[src/hw/rtl/asp_pkg.sv]
// ----------------------------------------------------------------------------
// asp_pkg: shared types and constants for the site pattern compressor
// Transaction payloads, command and status codes, and the controller to
// datapath operation codes and status bundle.
// ----------------------------------------------------------------------------
package asp_pkg;

  localparam int MAX_TAXA      = 64;
  localparam int MAX_SITES     = 1024;
  localparam int ALPHABET_SIZE = 256;

  localparam int ROW_W  = $clog2(MAX_TAXA);       // taxon row index
  localparam int COL_W  = $clog2(MAX_SITES);      // site column index
  localparam int CHR_W  = $clog2(ALPHABET_SIZE);  // character / code
  localparam int TCNT_W = ROW_W + 1;              // taxon count
  localparam int SCNT_W = COL_W + 1;              // site count, weights
  localparam int IDX_W  = COL_W + 2;              // merge sort bounds

  typedef enum logic [1:0] {
    CMD_MAP_WR   = 2'd0,
    CMD_SYM_WR   = 2'd1,
    CMD_COMPRESS = 2'd2,
    CMD_READ     = 2'd3
  } cmd_t;

  localparam logic [1:0] STATUS_OK       = 2'd0;
  localparam logic [1:0] STATUS_NO_TAXA  = 2'd1;
  localparam logic [1:0] STATUS_MAP_ZERO = 2'd2;

  // configuration register indexes (byte address 4*index)
  localparam logic REG_TAXON_COUNT = 1'b0;
  localparam logic REG_SITE_COUNT  = 1'b1;

  typedef struct packed {
    cmd_t        command;
    logic [7:0]  map_character;
    logic [31:0] state_value;
    logic [5:0]  taxon_index;
    logic [9:0]  site_index;
    logic [7:0]  symbol;
  } asp_req_t;

  typedef struct packed {
    logic [1:0]  status;
    logic [10:0] unique_count;
    logic [7:0]  read_symbol;
    logic [10:0] pattern_weight;
  } asp_rsp_t;

  typedef enum logic [5:0] {
    OP_NOP, OP_MAP_WR, OP_SYM_WR, OP_RD_ISSUE, OP_RD_DONE,
    OP_C_START, OP_C_CHK, OP_MX_RD, OP_MX_EV,
    OP_B_RD, OP_B_LD, OP_B_SRD, OP_B_SEV, OP_B_ADV,
    OP_E_RD, OP_E_CODE, OP_E_WR,
    OP_S_PASS, OP_S_BLK, OP_S_RD, OP_S_DEC, OP_S_TAKE,
    OP_CMP_RD, OP_CMP_EV,
    OP_U_RD, OP_U_DEC, OP_U_MRG,
    OP_W_RD, OP_W_COL, OP_W_CRD, OP_W_CODE, OP_W_WR,
    OP_FIN
  } dp_op_t;

  typedef struct packed {
    logic chk_stop;
    logic idx_last;
    logic b_search;
    logic b_jeq;
    logic b_match;
    logic e_last;
    logic s_wdone;
    logic s_lodone;
    logic s_both;
    logic s_none;
    logic cmp_done;
    logic u_end;
    logic u_first;
    logic w_end;
    logic r_last;
  } dp_status_t;

endpackage

[src/hw/rtl/asp_ctrl.sv]
// ----------------------------------------------------------------------------
// asp_ctrl: compressor sequencer
// Walks the check, code build, encode, merge sort, merge and write back
// phases, issuing one datapath operation per cycle.
// ----------------------------------------------------------------------------
module asp_ctrl import asp_pkg::*; (
  input  logic       clk,
  input  logic       rst,
  input  logic       start,
  input  cmd_t       command,
  input  dp_status_t stat,
  output dp_op_t     op,
  output logic       busy
);

  typedef enum logic [30:0] {
    CS_IDLE    = 31'd1 << 0,
    CS_RD_DONE = 31'd1 << 1,
    CS_C_CHK   = 31'd1 << 2,
    CS_MX_RD   = 31'd1 << 3,
    CS_MX_EV   = 31'd1 << 4,
    CS_B_RD    = 31'd1 << 5,
    CS_B_LD    = 31'd1 << 6,
    CS_B_SRD   = 31'd1 << 7,
    CS_B_SEV   = 31'd1 << 8,
    CS_B_ADV   = 31'd1 << 9,
    CS_E_RD    = 31'd1 << 10,
    CS_E_CODE  = 31'd1 << 11,
    CS_E_WR    = 31'd1 << 12,
    CS_S_PASS  = 31'd1 << 13,
    CS_S_BLK   = 31'd1 << 14,
    CS_S_RD    = 31'd1 << 15,
    CS_S_DEC   = 31'd1 << 16,
    CS_SC_RD   = 31'd1 << 17,
    CS_SC_EV   = 31'd1 << 18,
    CS_S_TAKE  = 31'd1 << 19,
    CS_U_RD    = 31'd1 << 20,
    CS_U_DEC   = 31'd1 << 21,
    CS_UC_RD   = 31'd1 << 22,
    CS_UC_EV   = 31'd1 << 23,
    CS_U_MRG   = 31'd1 << 24,
    CS_W_RD    = 31'd1 << 25,
    CS_W_COL   = 31'd1 << 26,
    CS_W_CRD   = 31'd1 << 27,
    CS_W_CODE  = 31'd1 << 28,
    CS_W_WR    = 31'd1 << 29,
    CS_FIN     = 31'd1 << 30
  } cstate_t;

  cstate_t state, state_next;

  assign busy = (state != CS_IDLE);

  always_ff @(posedge clk) begin
    if (rst) begin
      state <= CS_IDLE;
    end else begin
      state <= state_next;
    end
  end

  always_comb begin
    state_next = state;
    op         = OP_NOP;
    case (state)
      CS_IDLE: begin
        if (start) begin
          case (command)
            CMD_MAP_WR:   op = OP_MAP_WR;
            CMD_SYM_WR:   op = OP_SYM_WR;
            CMD_READ: begin
              op         = OP_RD_ISSUE;
              state_next = CS_RD_DONE;
            end
            CMD_COMPRESS: begin
              op         = OP_C_START;
              state_next = CS_C_CHK;
            end
            default:      op = OP_NOP;
          endcase
        end
      end
      CS_RD_DONE: begin
        op         = OP_RD_DONE;
        state_next = CS_IDLE;
      end
      CS_C_CHK: begin
        op         = OP_C_CHK;
        state_next = stat.chk_stop ? CS_IDLE : CS_MX_RD;
      end
      CS_MX_RD: begin
        op         = OP_MX_RD;
        state_next = CS_MX_EV;
      end
      CS_MX_EV: begin
        op         = OP_MX_EV;
        state_next = stat.idx_last ? CS_B_RD : CS_MX_RD;
      end
      CS_B_RD: begin
        op         = OP_B_RD;
        state_next = CS_B_LD;
      end
      CS_B_LD: begin
        op         = OP_B_LD;
        state_next = stat.b_search ? CS_B_SRD : CS_B_ADV;
      end
      CS_B_SRD: begin
        op         = OP_B_SRD;
        state_next = stat.b_jeq ? CS_B_ADV : CS_B_SEV;
      end
      CS_B_SEV: begin
        op         = OP_B_SEV;
        state_next = stat.b_match ? CS_B_ADV : CS_B_SRD;
      end
      CS_B_ADV: begin
        op         = OP_B_ADV;
        state_next = stat.idx_last ? CS_E_RD : CS_B_RD;
      end
      CS_E_RD: begin
        op         = OP_E_RD;
        state_next = CS_E_CODE;
      end
      CS_E_CODE: begin
        op         = OP_E_CODE;
        state_next = CS_E_WR;
      end
      CS_E_WR: begin
        op         = OP_E_WR;
        state_next = stat.e_last ? CS_S_PASS : CS_E_RD;
      end
      CS_S_PASS: begin
        op         = OP_S_PASS;
        state_next = stat.s_wdone ? CS_U_RD : CS_S_BLK;
      end
      CS_S_BLK: begin
        op         = OP_S_BLK;
        state_next = stat.s_lodone ? CS_S_PASS : CS_S_RD;
      end
      CS_S_RD: begin
        op         = OP_S_RD;
        state_next = CS_S_DEC;
      end
      CS_S_DEC: begin
        op = OP_S_DEC;
        if (stat.s_both) begin
          state_next = CS_SC_RD;
        end else if (stat.s_none) begin
          state_next = CS_S_BLK;
        end else begin
          state_next = CS_S_RD;
        end
      end
      CS_SC_RD: begin
        op         = OP_CMP_RD;
        state_next = CS_SC_EV;
      end
      CS_SC_EV: begin
        op         = OP_CMP_EV;
        state_next = stat.cmp_done ? CS_S_TAKE : CS_SC_RD;
      end
      CS_S_TAKE: begin
        op         = OP_S_TAKE;
        state_next = CS_S_RD;
      end
      CS_U_RD: begin
        op         = OP_U_RD;
        state_next = stat.u_end ? CS_W_RD : CS_U_DEC;
      end
      CS_U_DEC: begin
        op         = OP_U_DEC;
        state_next = stat.u_first ? CS_U_RD : CS_UC_RD;
      end
      CS_UC_RD: begin
        op         = OP_CMP_RD;
        state_next = CS_UC_EV;
      end
      CS_UC_EV: begin
        op         = OP_CMP_EV;
        state_next = stat.cmp_done ? CS_U_MRG : CS_UC_RD;
      end
      CS_U_MRG: begin
        op         = OP_U_MRG;
        state_next = CS_U_RD;
      end
      CS_W_RD: begin
        op         = OP_W_RD;
        state_next = stat.w_end ? CS_FIN : CS_W_COL;
      end
      CS_W_COL: begin
        op         = OP_W_COL;
        state_next = CS_W_CRD;
      end
      CS_W_CRD: begin
        op         = OP_W_CRD;
        state_next = CS_W_CODE;
      end
      CS_W_CODE: begin
        op         = OP_W_CODE;
        state_next = CS_W_WR;
      end
      CS_W_WR: begin
        op         = OP_W_WR;
        state_next = stat.r_last ? CS_W_RD : CS_W_CRD;
      end
      CS_FIN: begin
        op         = OP_FIN;
        state_next = CS_IDLE;
      end
      default: begin
        op         = OP_NOP;
        state_next = CS_IDLE;
      end
    endcase
  end

endmodule

[config.mk]
export PLATFORM = sky130hd
export DESIGN_NAME = asp_ctrl
export DESIGN_NICKNAME = d
export VERILOG_FILES = /design/src/hw/rtl/asp_pkg.sv /design/src/hw/rtl/asp_ctrl.sv
export SDC_FILE = /design/constraint.sdc
export NUM_CORES = 1
export LEC_CHECK = 0
export ABC_AREA = 1
export BUFFER_PORTS_ARGS = -buffer_cell sky130_fd_sc_hd__buf_2
export CORE_UTILIZATION = 26
export DETAILED_ROUTE_END_ITERATION = 10
export PLACE_DENSITY = 0.45
export SYNTH_ARGS = -nofsm -noshare
export SYNTH_HDL_FRONTEND = slang
export SYNTH_SLANG_ARGS = --single-unit
[constraint.sdc]
create_clock -name clk -period 2.05 [get_ports clk]
set_input_delay 0.205 -clock clk [delete_from_list [all_inputs] [get_ports clk]]
set_output_delay 0.205 -clock clk [all_outputs]
set_load 0.1 [all_outputs]
==> results of run 1 <==
## cells in the final DEF, fill, tap and decap left out, types with 7 or more instances in the layout
cell	netlist	final
nand3_1	44	39
dfxtp_1	31	12
clkbuf_8	0	7
inv_1	53	52
nand2_2	6	7
a21oi_1	13	7
nand2_1	65	61
buf_2	1	19
nor2_1	81	57
nand4_1	8	8
buf_4	1	40
dfxtp_2	0	18
nor2_2	10	17
nor2_4	4	22
## stage by stage
step | setup TNS, ns | hold slack [ns] | std cells | util, % | power [mW]
2_1_floorplan | -0.171 | 0.277 | 366 | - | 0.803
3_3_place_gp | -0.0293 | 0.379 | 512 | 33.4 | 0.898
3_5_place_dp | 0 | 0.380 | 512 | 33.4 | 0.898
4_1_cts | -0.754 | 0.0715 | 538 | 38.5 | 1.48
5_1_grt | -1.51 | 0.0869 | 544 | 39.8 | 1.53
6_report | -0.904 | 0.0821 | 544 | 39.8 | 1.46
## metal layers
| layer | vias to the layer above | part of all wire [%] | GRT usage, % |
|---|---|---|---|
| met1 | 1160 | 48 | 22.2 |
| met2 | 49 | 47 | 28.7 |
| met3 | 8 | 3.8 | 2.58 |
| met4 | 0 | 1.4 | 5.13 |
| met5 | - | 0 | 0 |
| li1 | 1322 | - | - |
## power by group
group	switching [mW]	internal [mW]
clock	0.236	0.306
combinational	0.210	0.101
sequential	0.00376	0.605
## path summary, 6_finish.rpt
path,to,from,slack [ns],depth (start not counted)
setup / recovery,op[4],state[14],-0.19,12
hold / removal,state[26],stat[1],0.08,2
setup reg to reg,state[20],state[14],0.17,11
hold reg to reg,state[29],state[28],0.67,4
## repair_timing
action | in CTS | in global routing
hold endpoints to repair | 0 | 0
setup buffers | 16 | 6
pin swaps | 21 | 9
gates resized for setup | 51 | 17
setup endpoints to repair | 7 | 7
cloned | 2 | 0
## cells by family after synthesis
kind of cell,Yosys count
AND/OR/NAND/NOR,244
AO/OA/AOI/OAI,27
buffers and inverters,64
flip-flops,31
## worst max-delay path, delay by kind of cell, from the launching register on
kind                   cells  cell delay (ns)
DFF                        1             0.35
and+or+nand+nor           10             1.08
buffers and inverters      2             0.30
## layout make-up
cell class | count | area (µm²) | share of cell area (%)
Multi-Input combinational cell | 273 | 1620 | 49.4
Sequential cell | 31 | 647 | 19.7
Timing Repair Buffer | 70 | 568 | 17.3
Inverter | 57 | 216 | 6.59
Tap cell | 105 | 131 | 4.00
Clock buffer | 8 | 100 | 3.05
==> impl_metrics.toml, run 1 <==
[route]
drt-wirelength-per-cell_um = 13.0
vias = 2539
drt_iter0_drc = 87
vias_per_cell = 4.67
drtPass1Iterations = 4
antenna_left = 0
drc = 0
drt_wl_total_mm = 7.05

[grt]
grt_pass1_vias = 2517
overflow = 0
antenna_found_initial = 0
track_usage_pct = 17.0
grt_max_degree = 19
grt_pass1_wl_mm = 11.7

[outcome]
violations = "setup timing"
status = "complete, but fails checks"

[final_layout]
antenna_cells = 0
syn_to_final_growth_pct = 47.8
nFillCells = 868
fin_nets = 458
largest_reg_flops = 31
postLayoutCellArea_um2 = 3280
max_flop_register = "state"
drive_gt1_share_pct = 39.4
reg.largest.list = "state x31"

[yosys]
synth_top_flop_cell = "dfxtp_1"
syn_area_per_cell_um2 = 6.07
syn_area_um2 = 2220
synth_xor_area_share_pct = 0
synth_compound_area_share_pct = 7.61
ys_ff_latch = 31
seq_area_frac_synth_pct = 27.9
synthMuxAreaShare_pct = 0
yosys_warnings = 0
synth_area_leaders = "dfxtp_1 (28%), nor2_1 (14%), nand2_1 (11%), nand3_1 (9.9%), inv_1 (9.0%)"
yosysTopAreaCell = "dfxtp_1"
ys_types = 32
synth_common_cells = "nor2_1 (81), nand2_1 (65), inv_1 (53), nand3_1 (44), dfxtp_1 (31)"
synth_simple_gate_area_share_pct = 52.1
synth_top_family_by_area = "simple AND/OR/NAND/NOR gates"
synth.net_count = 386
synthArstFlopShare_pct = 0
synth_edf_count = 0
synth_most_common_cell = "nor2_1"
synth_fa_ha_area_share_pct = 0
synthCells = 366
synth_top_area_share_pct = 27.9

[setup_path]
critPathArrivalTime_ns = 2.04
start_kind = "register"
crit_chain = "nor2_4, nand2_2, nor2_4, nand2_4, inv_2, nand2_1, nand2_1, nor2_1, nand2_1, nor2_2, nand3_2, buf_12"
required_ns = 1.85
critPathSlowestCell = "dfxtp_4"
crit_fanout = 7
cpPeakStageDelay_ns = 0.35
crit_top_cell = "nand2_1"
cp-end-kind = "output pin"
critPathKind = "register to output pin"

[placement]
portBuffers = 26
hpwl_mm = 5.24
placed_area_um2 = 2760
globalplace.congestion = 0.799
pre_cts_ws_ns = 0.00585

[floorplan]
core_um2 = 8260
die_x_um = 94.4
num_rows = 33
dieArea_um2 = 8920
die_y_um = 94.4
boundaryPins = 27
start_util_pct = 26.9

[timing]
period_share_pct = 109
slew_viol_final = 0
fin_skew_ns = 0.00606
maxSlewHeadroom_pct = 75.2
max_freq_mhz = 446
worstMarginPinSlew_ns = 0.372
rsz0062_at_grt = "yes"
hold_viol_final = 0
period_needed_ns = 2.24
final-setup-viol-count = 6
layout_setup_ws_ns = -0.192

[clock_network]
cts_sinks = 31
cts_hold_buf = 0
clkTransAtPathRegs_ns = 0.07
clock_latency_ns = 0.29
cts_tree = "yes"
htree_num_levels = 2
cts_made_buffers = 5
cts_root_buf = "clkbuf_8"
clock_path_buffers = 2

[power]
leakage_nw = 1.58
ir_worst_vdd_uv = 206
power_density_nw_per_um2 = 445

[run]
maxCapViolations = 0

[hold_path]
min_path_type = "input pin to register"
No activity file was read; power rests on OpenSTA's default activity.
==> run 2: changes to the inputs <==
--- a/config.mk
+++ b/config.mk
@@ -10,6 +10,7 @@
 export CORE_UTILIZATION = 26
 export DETAILED_ROUTE_END_ITERATION = 10
 export PLACE_DENSITY = 0.45
+export SETUP_SLACK_MARGIN = 0.15
 export SYNTH_ARGS = -nofsm -noshare
 export SYNTH_HDL_FRONTEND = slang
 export SYNTH_SLANG_ARGS = --single-unit
==> impl_metrics.toml, run 2 (same netlist as run 1, synthesis figures left out) <==
[outcome]
status = "complete, but fails checks"
violations = "setup timing"

[final_layout]
seq_area_um2 = 661
syn_to_final_growth_pct = 80.2
fin_nets = 489
final_cell_mix = "nor2_1 (50), nand2_1 (50), inv_1 (48)"
reg.largest.list = "state x31"
max_flop_register = "state"
largest_reg_flops = 31
nFillCells = 809
antenna_cells = 0
drive_gt1_share_pct = 54.7
multi_input_area_um2 = 1920

[clock_network]
clock_path_buffers = 2
clock_latency_ns = 0.29
htree_num_levels = 2
clkTransAtPathRegs_ns = 0.06
cts_tree = "yes"
cts_sinks = 31
cts_made_buffers = 5
cts_root_buf = "clkbuf_8"

[timing]
rsz0062_at_grt = "yes"
layout_setup_ws_ns = -0.157
hold_viol_final = 0
maxSlewHeadroom_pct = 74.1
holdWs_ns = 0.0801
period_needed_ns = 2.21
worstMarginPinSlew_ns = 0.385
fin_skew_ns = 0.00515
slew_viol_final = 0
max_freq_mhz = 453
period_share_pct = 108
final-setup-viol-count = 8

[route]
drt_wl_total_mm = 8.36
drt_iter0_drc = 164
drc = 0
drtPass1Iterations = 4
drt-wirelength-per-cell_um = 14.5
antenna_left = 0
vias = 2774
vias_per_cell = 4.82

[setup_path]
crit_chain = "nor2_4, nand2_4, nor2_4, buf_12, nand2_8, buf_6, buf_6, nor2_4, nor3_4, nand4_1, buf_12"
critPathSlowestCell = "dfxtp_4"
start_kind = "register"
critPathKind = "register to output pin"
required_ns = 1.85
crit_buf_inv = 4
critPathArrivalTime_ns = 2.00
crit_fanout = 6
critPathTopFamily = "simple AND/OR/NAND/NOR gates"
cpPeakStageDelay_ns = 0.37
cp-end-kind = "output pin"
crit_top_cell = "nor2_4"

[power]
ir_worst_vdd_uv = 291
power_density_nw_per_um2 = 383
leakage_nw = 1.84
power_mw = 1.53

[floorplan]
num_rows = 33
boundaryPins = 27
die_x_um = 94.4
core_um2 = 8260
die_y_um = 94.4
start_util_pct = 26.9
dieArea_um2 = 8920

[placement]
pre_cts_ws_ns = -0.00770
portBuffers = 26
globalplace.congestion = 0.830
hpwl_mm = 5.30

[grt]
track_usage_pct = 19.0
grt_pass1_wl_mm = 12.9
grt_max_degree = 19
overflow = 0
antenna_found_initial = 0
grt_pass1_vias = 2694

[run]
maxCapViolations = 0

[hold_path]
min_path_type = "input pin to register"
run 2: power breakdown:
part / total (mW) / internal (mW) / switching, mW
Combinational: 0.445 / 0.171 / 0.274
Sequential: 0.611 / 0.606 / 0.00503
Clock: 0.479 / 0.238 / 0.241
Total: 1.53 / 1.01 / 0.520
run 2: path summary, 6_finish.rpt:
check	depth (start not counted)	endpoint	start	slack, ns
max	11	op[2]	state[23]	-0.16
max reg2reg	19	state[27]	state[23]	-0.12
min	2	state[26]	stat[1]	0.08
min reg2reg	4	state[29]	state[28]	0.66
run 2: final cells by class:
class | instances | area share (%)
Inverter | 57 | 5.72
Timing Repair inverter | 2 | 0.782
Clock buffer | 7 | 1.91
Clock inverter | 1 | 0.125
Timing Repair Buffer | 99 | 23.6
Sequential cell | 31 | 16.5
Tap cell | 105 | 3.28
Multi-Input combinational cell | 273 | 48.0
run 2: metal layers:
metal,share of wire (%),GRT usage [%],up-vias
li1,-,-,1378
met3,4.3,2.98,18
met1,45,24.4,1291
met2,48,32.4,87
met4,2.6,6.15,0
met5,0,0,-
run 2: worst register-to-register path, cell delays in order (launching register included):
cell and delay (ns):
dfxtp_4 0.36, nor2_4 0.12, nand2_4 0.09, nor2_4 0.16, buf_6 0.13, buf_6 0.11, nand2_4 0.05, nor2_4 0.16
buf_6 0.13, buf_6 0.08, buf_6 0.08, buf_6 0.08, buf_6 0.08, buf_6 0.08, buf_6 0.08, buf_6 0.08
inv_2 0.03, o22ai_2 0.08, nand3_1 0.09, inv_1 0.06
run 2: timing repair:
action                     CTS  global route
setup endpoints to repair   21            25
pin swaps                   30            29
hold buffers                 0             0
gates resized for setup    110            71
cloned                       2             2
setup buffers               36            10
run 2: through the flow:
step                      std cells   TNS, ns  area (µm²)  util [%]
after floorplan                 366    -0.171        2320         -
after global placement          517         0        2810      34.0
after detailed placement        517  -0.00770        2810      34.0
after CTS                       563    -0.639        3620      43.8
after global routing            575     -1.55        4000      48.5
final                           575    -0.846        4000      48.5
==> run 3: changes to the inputs <==
--- a/config.mk
+++ b/config.mk
@@ -7,9 +7,12 @@
 export LEC_CHECK = 0
 export ABC_AREA = 1
 export BUFFER_PORTS_ARGS = -buffer_cell sky130_fd_sc_hd__buf_2
+export CELL_PAD_IN_SITES_DETAIL_PLACEMENT = 0
+export CELL_PAD_IN_SITES_GLOBAL_PLACEMENT = 1
 export CORE_UTILIZATION = 26
 export DETAILED_ROUTE_END_ITERATION = 10
-export PLACE_DENSITY = 0.45
+export PLACE_DENSITY = 0.59
+export RECOVER_POWER = 25
 export SETUP_SLACK_MARGIN = 0.15
 export SYNTH_ARGS = -nofsm -noshare
 export SYNTH_HDL_FRONTEND = slang
==> constraint.sdc (replaced) <==
create_clock -name clk -period 2.68 [get_ports clk]
set_input_delay 0.268 -clock clk [delete_from_list [all_inputs] [get_ports clk]]
set_output_delay 0.268 -clock clk [all_outputs]
set_load 0.1 [all_outputs]
==> impl_metrics.toml, run 3 (same netlist as run 1, synthesis figures left out) <==
[hold_path]
min_path_type = "input pin to register"
worstHoldEndpoint = "state[26]"
min_from = "stat[1]"
holdPathStages = 2

[floorplan]
boundaryPins = 27
dieArea_um2 = 8920
die_y_um = 94.4
core_um2 = 8260
start_util_pct = 26.9
die_x_um = 94.4
num_rows = 33

[placement]
dp.cells = 491
hpwl_mm = 5.05
pre_cts_ws_ns = 0.244
globalplace.congestion = 0.816
portBuffers = 26
placed_area_um2 = 2510

[setup_path]
r2r_end = "state[20]"
rrSetupSlack_ns = 0.79
critPathArrivalTime_ns = 2.18
rr_worst_depth = 11
required_ns = 2.41
critPathKind = "register to output pin"
crit_fanout = 10
start_kind = "register"
timing.rr.start = "state[14]"
cp-end-kind = "output pin"

[clock_network]
htree_num_levels = 2
cts_made_buffers = 5
cts_root_buf = "clkbuf_8"
cts_sinks = 31
clock_latency_ns = 0.29
cts_tree = "yes"
clock_path_buffers = 2
clkTransAtPathRegs_ns = 0.07

[route]
drt_wl_total_mm = 6.51
vias = 2311
antenna_left = 0
drc = 0
drt-wirelength-per-cell_um = 12.8
drt_iter0_drc = 117
drtPass1Iterations = 4
vias_per_cell = 4.55

[final_layout]
final_cell_mix = "nor2_1 (72), nand2_1 (63), inv_1 (51)"
fin_nets = 422
reg.largest.list = "state x31"
antenna_cells = 0
max_flop_register = "state"
layout_commonest_cell = "nor2_1"
postLayoutCellArea_um2 = 2780
nFillCells = 955
syn_to_final_growth_pct = 25.2
final_cells = 508
largest_reg_flops = 31
drive_gt1_share_pct = 22.8

[grt]
track_usage_pct = 15.9
grt_max_degree = 22
grt_pass1_wl_mm = 10.7
antenna_found_initial = 0
grt_pass1_vias = 2286
overflow = 0

[timing]
holdWs_ns = 0.145
period_share_pct = 91.4
fin_skew_ns = 0.00229
setup_tns_ns = 0
final-setup-viol-count = 0
period_needed_ns = 2.45
hold_viol_final = 0
slew_viol_final = 0
max_freq_mhz = 408
layout_setup_ws_ns = 0.232
maxSlewHeadroom_pct = 58.7
worstMarginPinSlew_ns = 0.615
rsz0062_at_grt = "yes"

[power]
power_density_nw_per_um2 = 392
ir_worst_vdd_uv = 154
leakage_nw = 1.35

[outcome]
status = "finished, final reports clean"

[run]
maxCapViolations = 0
[run 3: cell types whose count changed in the layout (fill, tap and decap cells not counted), sizes merged]
cell,change
buf,-63
clkinvlp,+1
nand2,-1
inv,-2
clkinv,-2
nor2,-1
clkbuf,+1
[run 3: worst max path at each step]
stage,start,endpoint,slack (ns),cells past startpoint
5_1_grt,state[14],op[1],0.09,9
3_3_place_gp,state[6],op[4],0.22,10
2_1_floorplan,state[14],op[0],0.24,9
3_5_place_dp,state[6],op[4],0.24,10
6_report,state[14],op[1],0.23,9
4_1_cts,state[12],op[4],0.18,10
[run 3: metal layers]
layer,global-route usage (%),wire length (µm)
met2,26.6,3030
met1,20.8,3200
met4,5.13,47
met3,2.42,231
met5,0,0
[run 3: timing repair]
item,in CTS,in global routing
hold buffers,0,0
buffers inserted,3,6
resized for setup,11,19
setup endpoints to repair,5,5
pin swaps,3,5
[run 3: through the flow]
| step | power, mW | utilization [%] |
|---|---|---|
| after global placement | 0.674 | 30.5 |
| after floorplan | 0.610 | - |
| after global routing | 1.14 | 33.7 |
| final | 1.09 | 33.7 |
| after detailed placement | 0.671 | 30.5 |
| after CTS | 1.10 | 32.4 |
[run 3: layout make-up]
type | instances | area (µm²) | area share (%)
Multi-Input combinational cell | 271 | 1430 | 51.4
Sequential cell | 31 | 622 | 22.4
Timing Repair Buffer | 36 | 280 | 10.1
Inverter | 57 | 218 | 7.83
Tap cell | 105 | 131 | 4.72
Clock buffer | 8 | 100 | 3.60
[run 3: report_power, final]
group | leakage, nW | switching [mW] | internal (mW)
Sequential | 0.251 | 0.00228 | 0.464
Combinational | 1.05 | 0.148 | 0.0583
Clock | 0.0515 | 0.184 | 0.234
[run 3: worst max-delay path, stage by stage (launching register included)]
cell and delay, ns:
dfxtp_1 0.33, nor2_1 0.19, nand2_2 0.13, nor2_4 0.22
buf_4 0.20, nand2_1 0.09, a21oi_1 0.28, nor3_1 0.11
nand3_1 0.15, buf_12 0.20
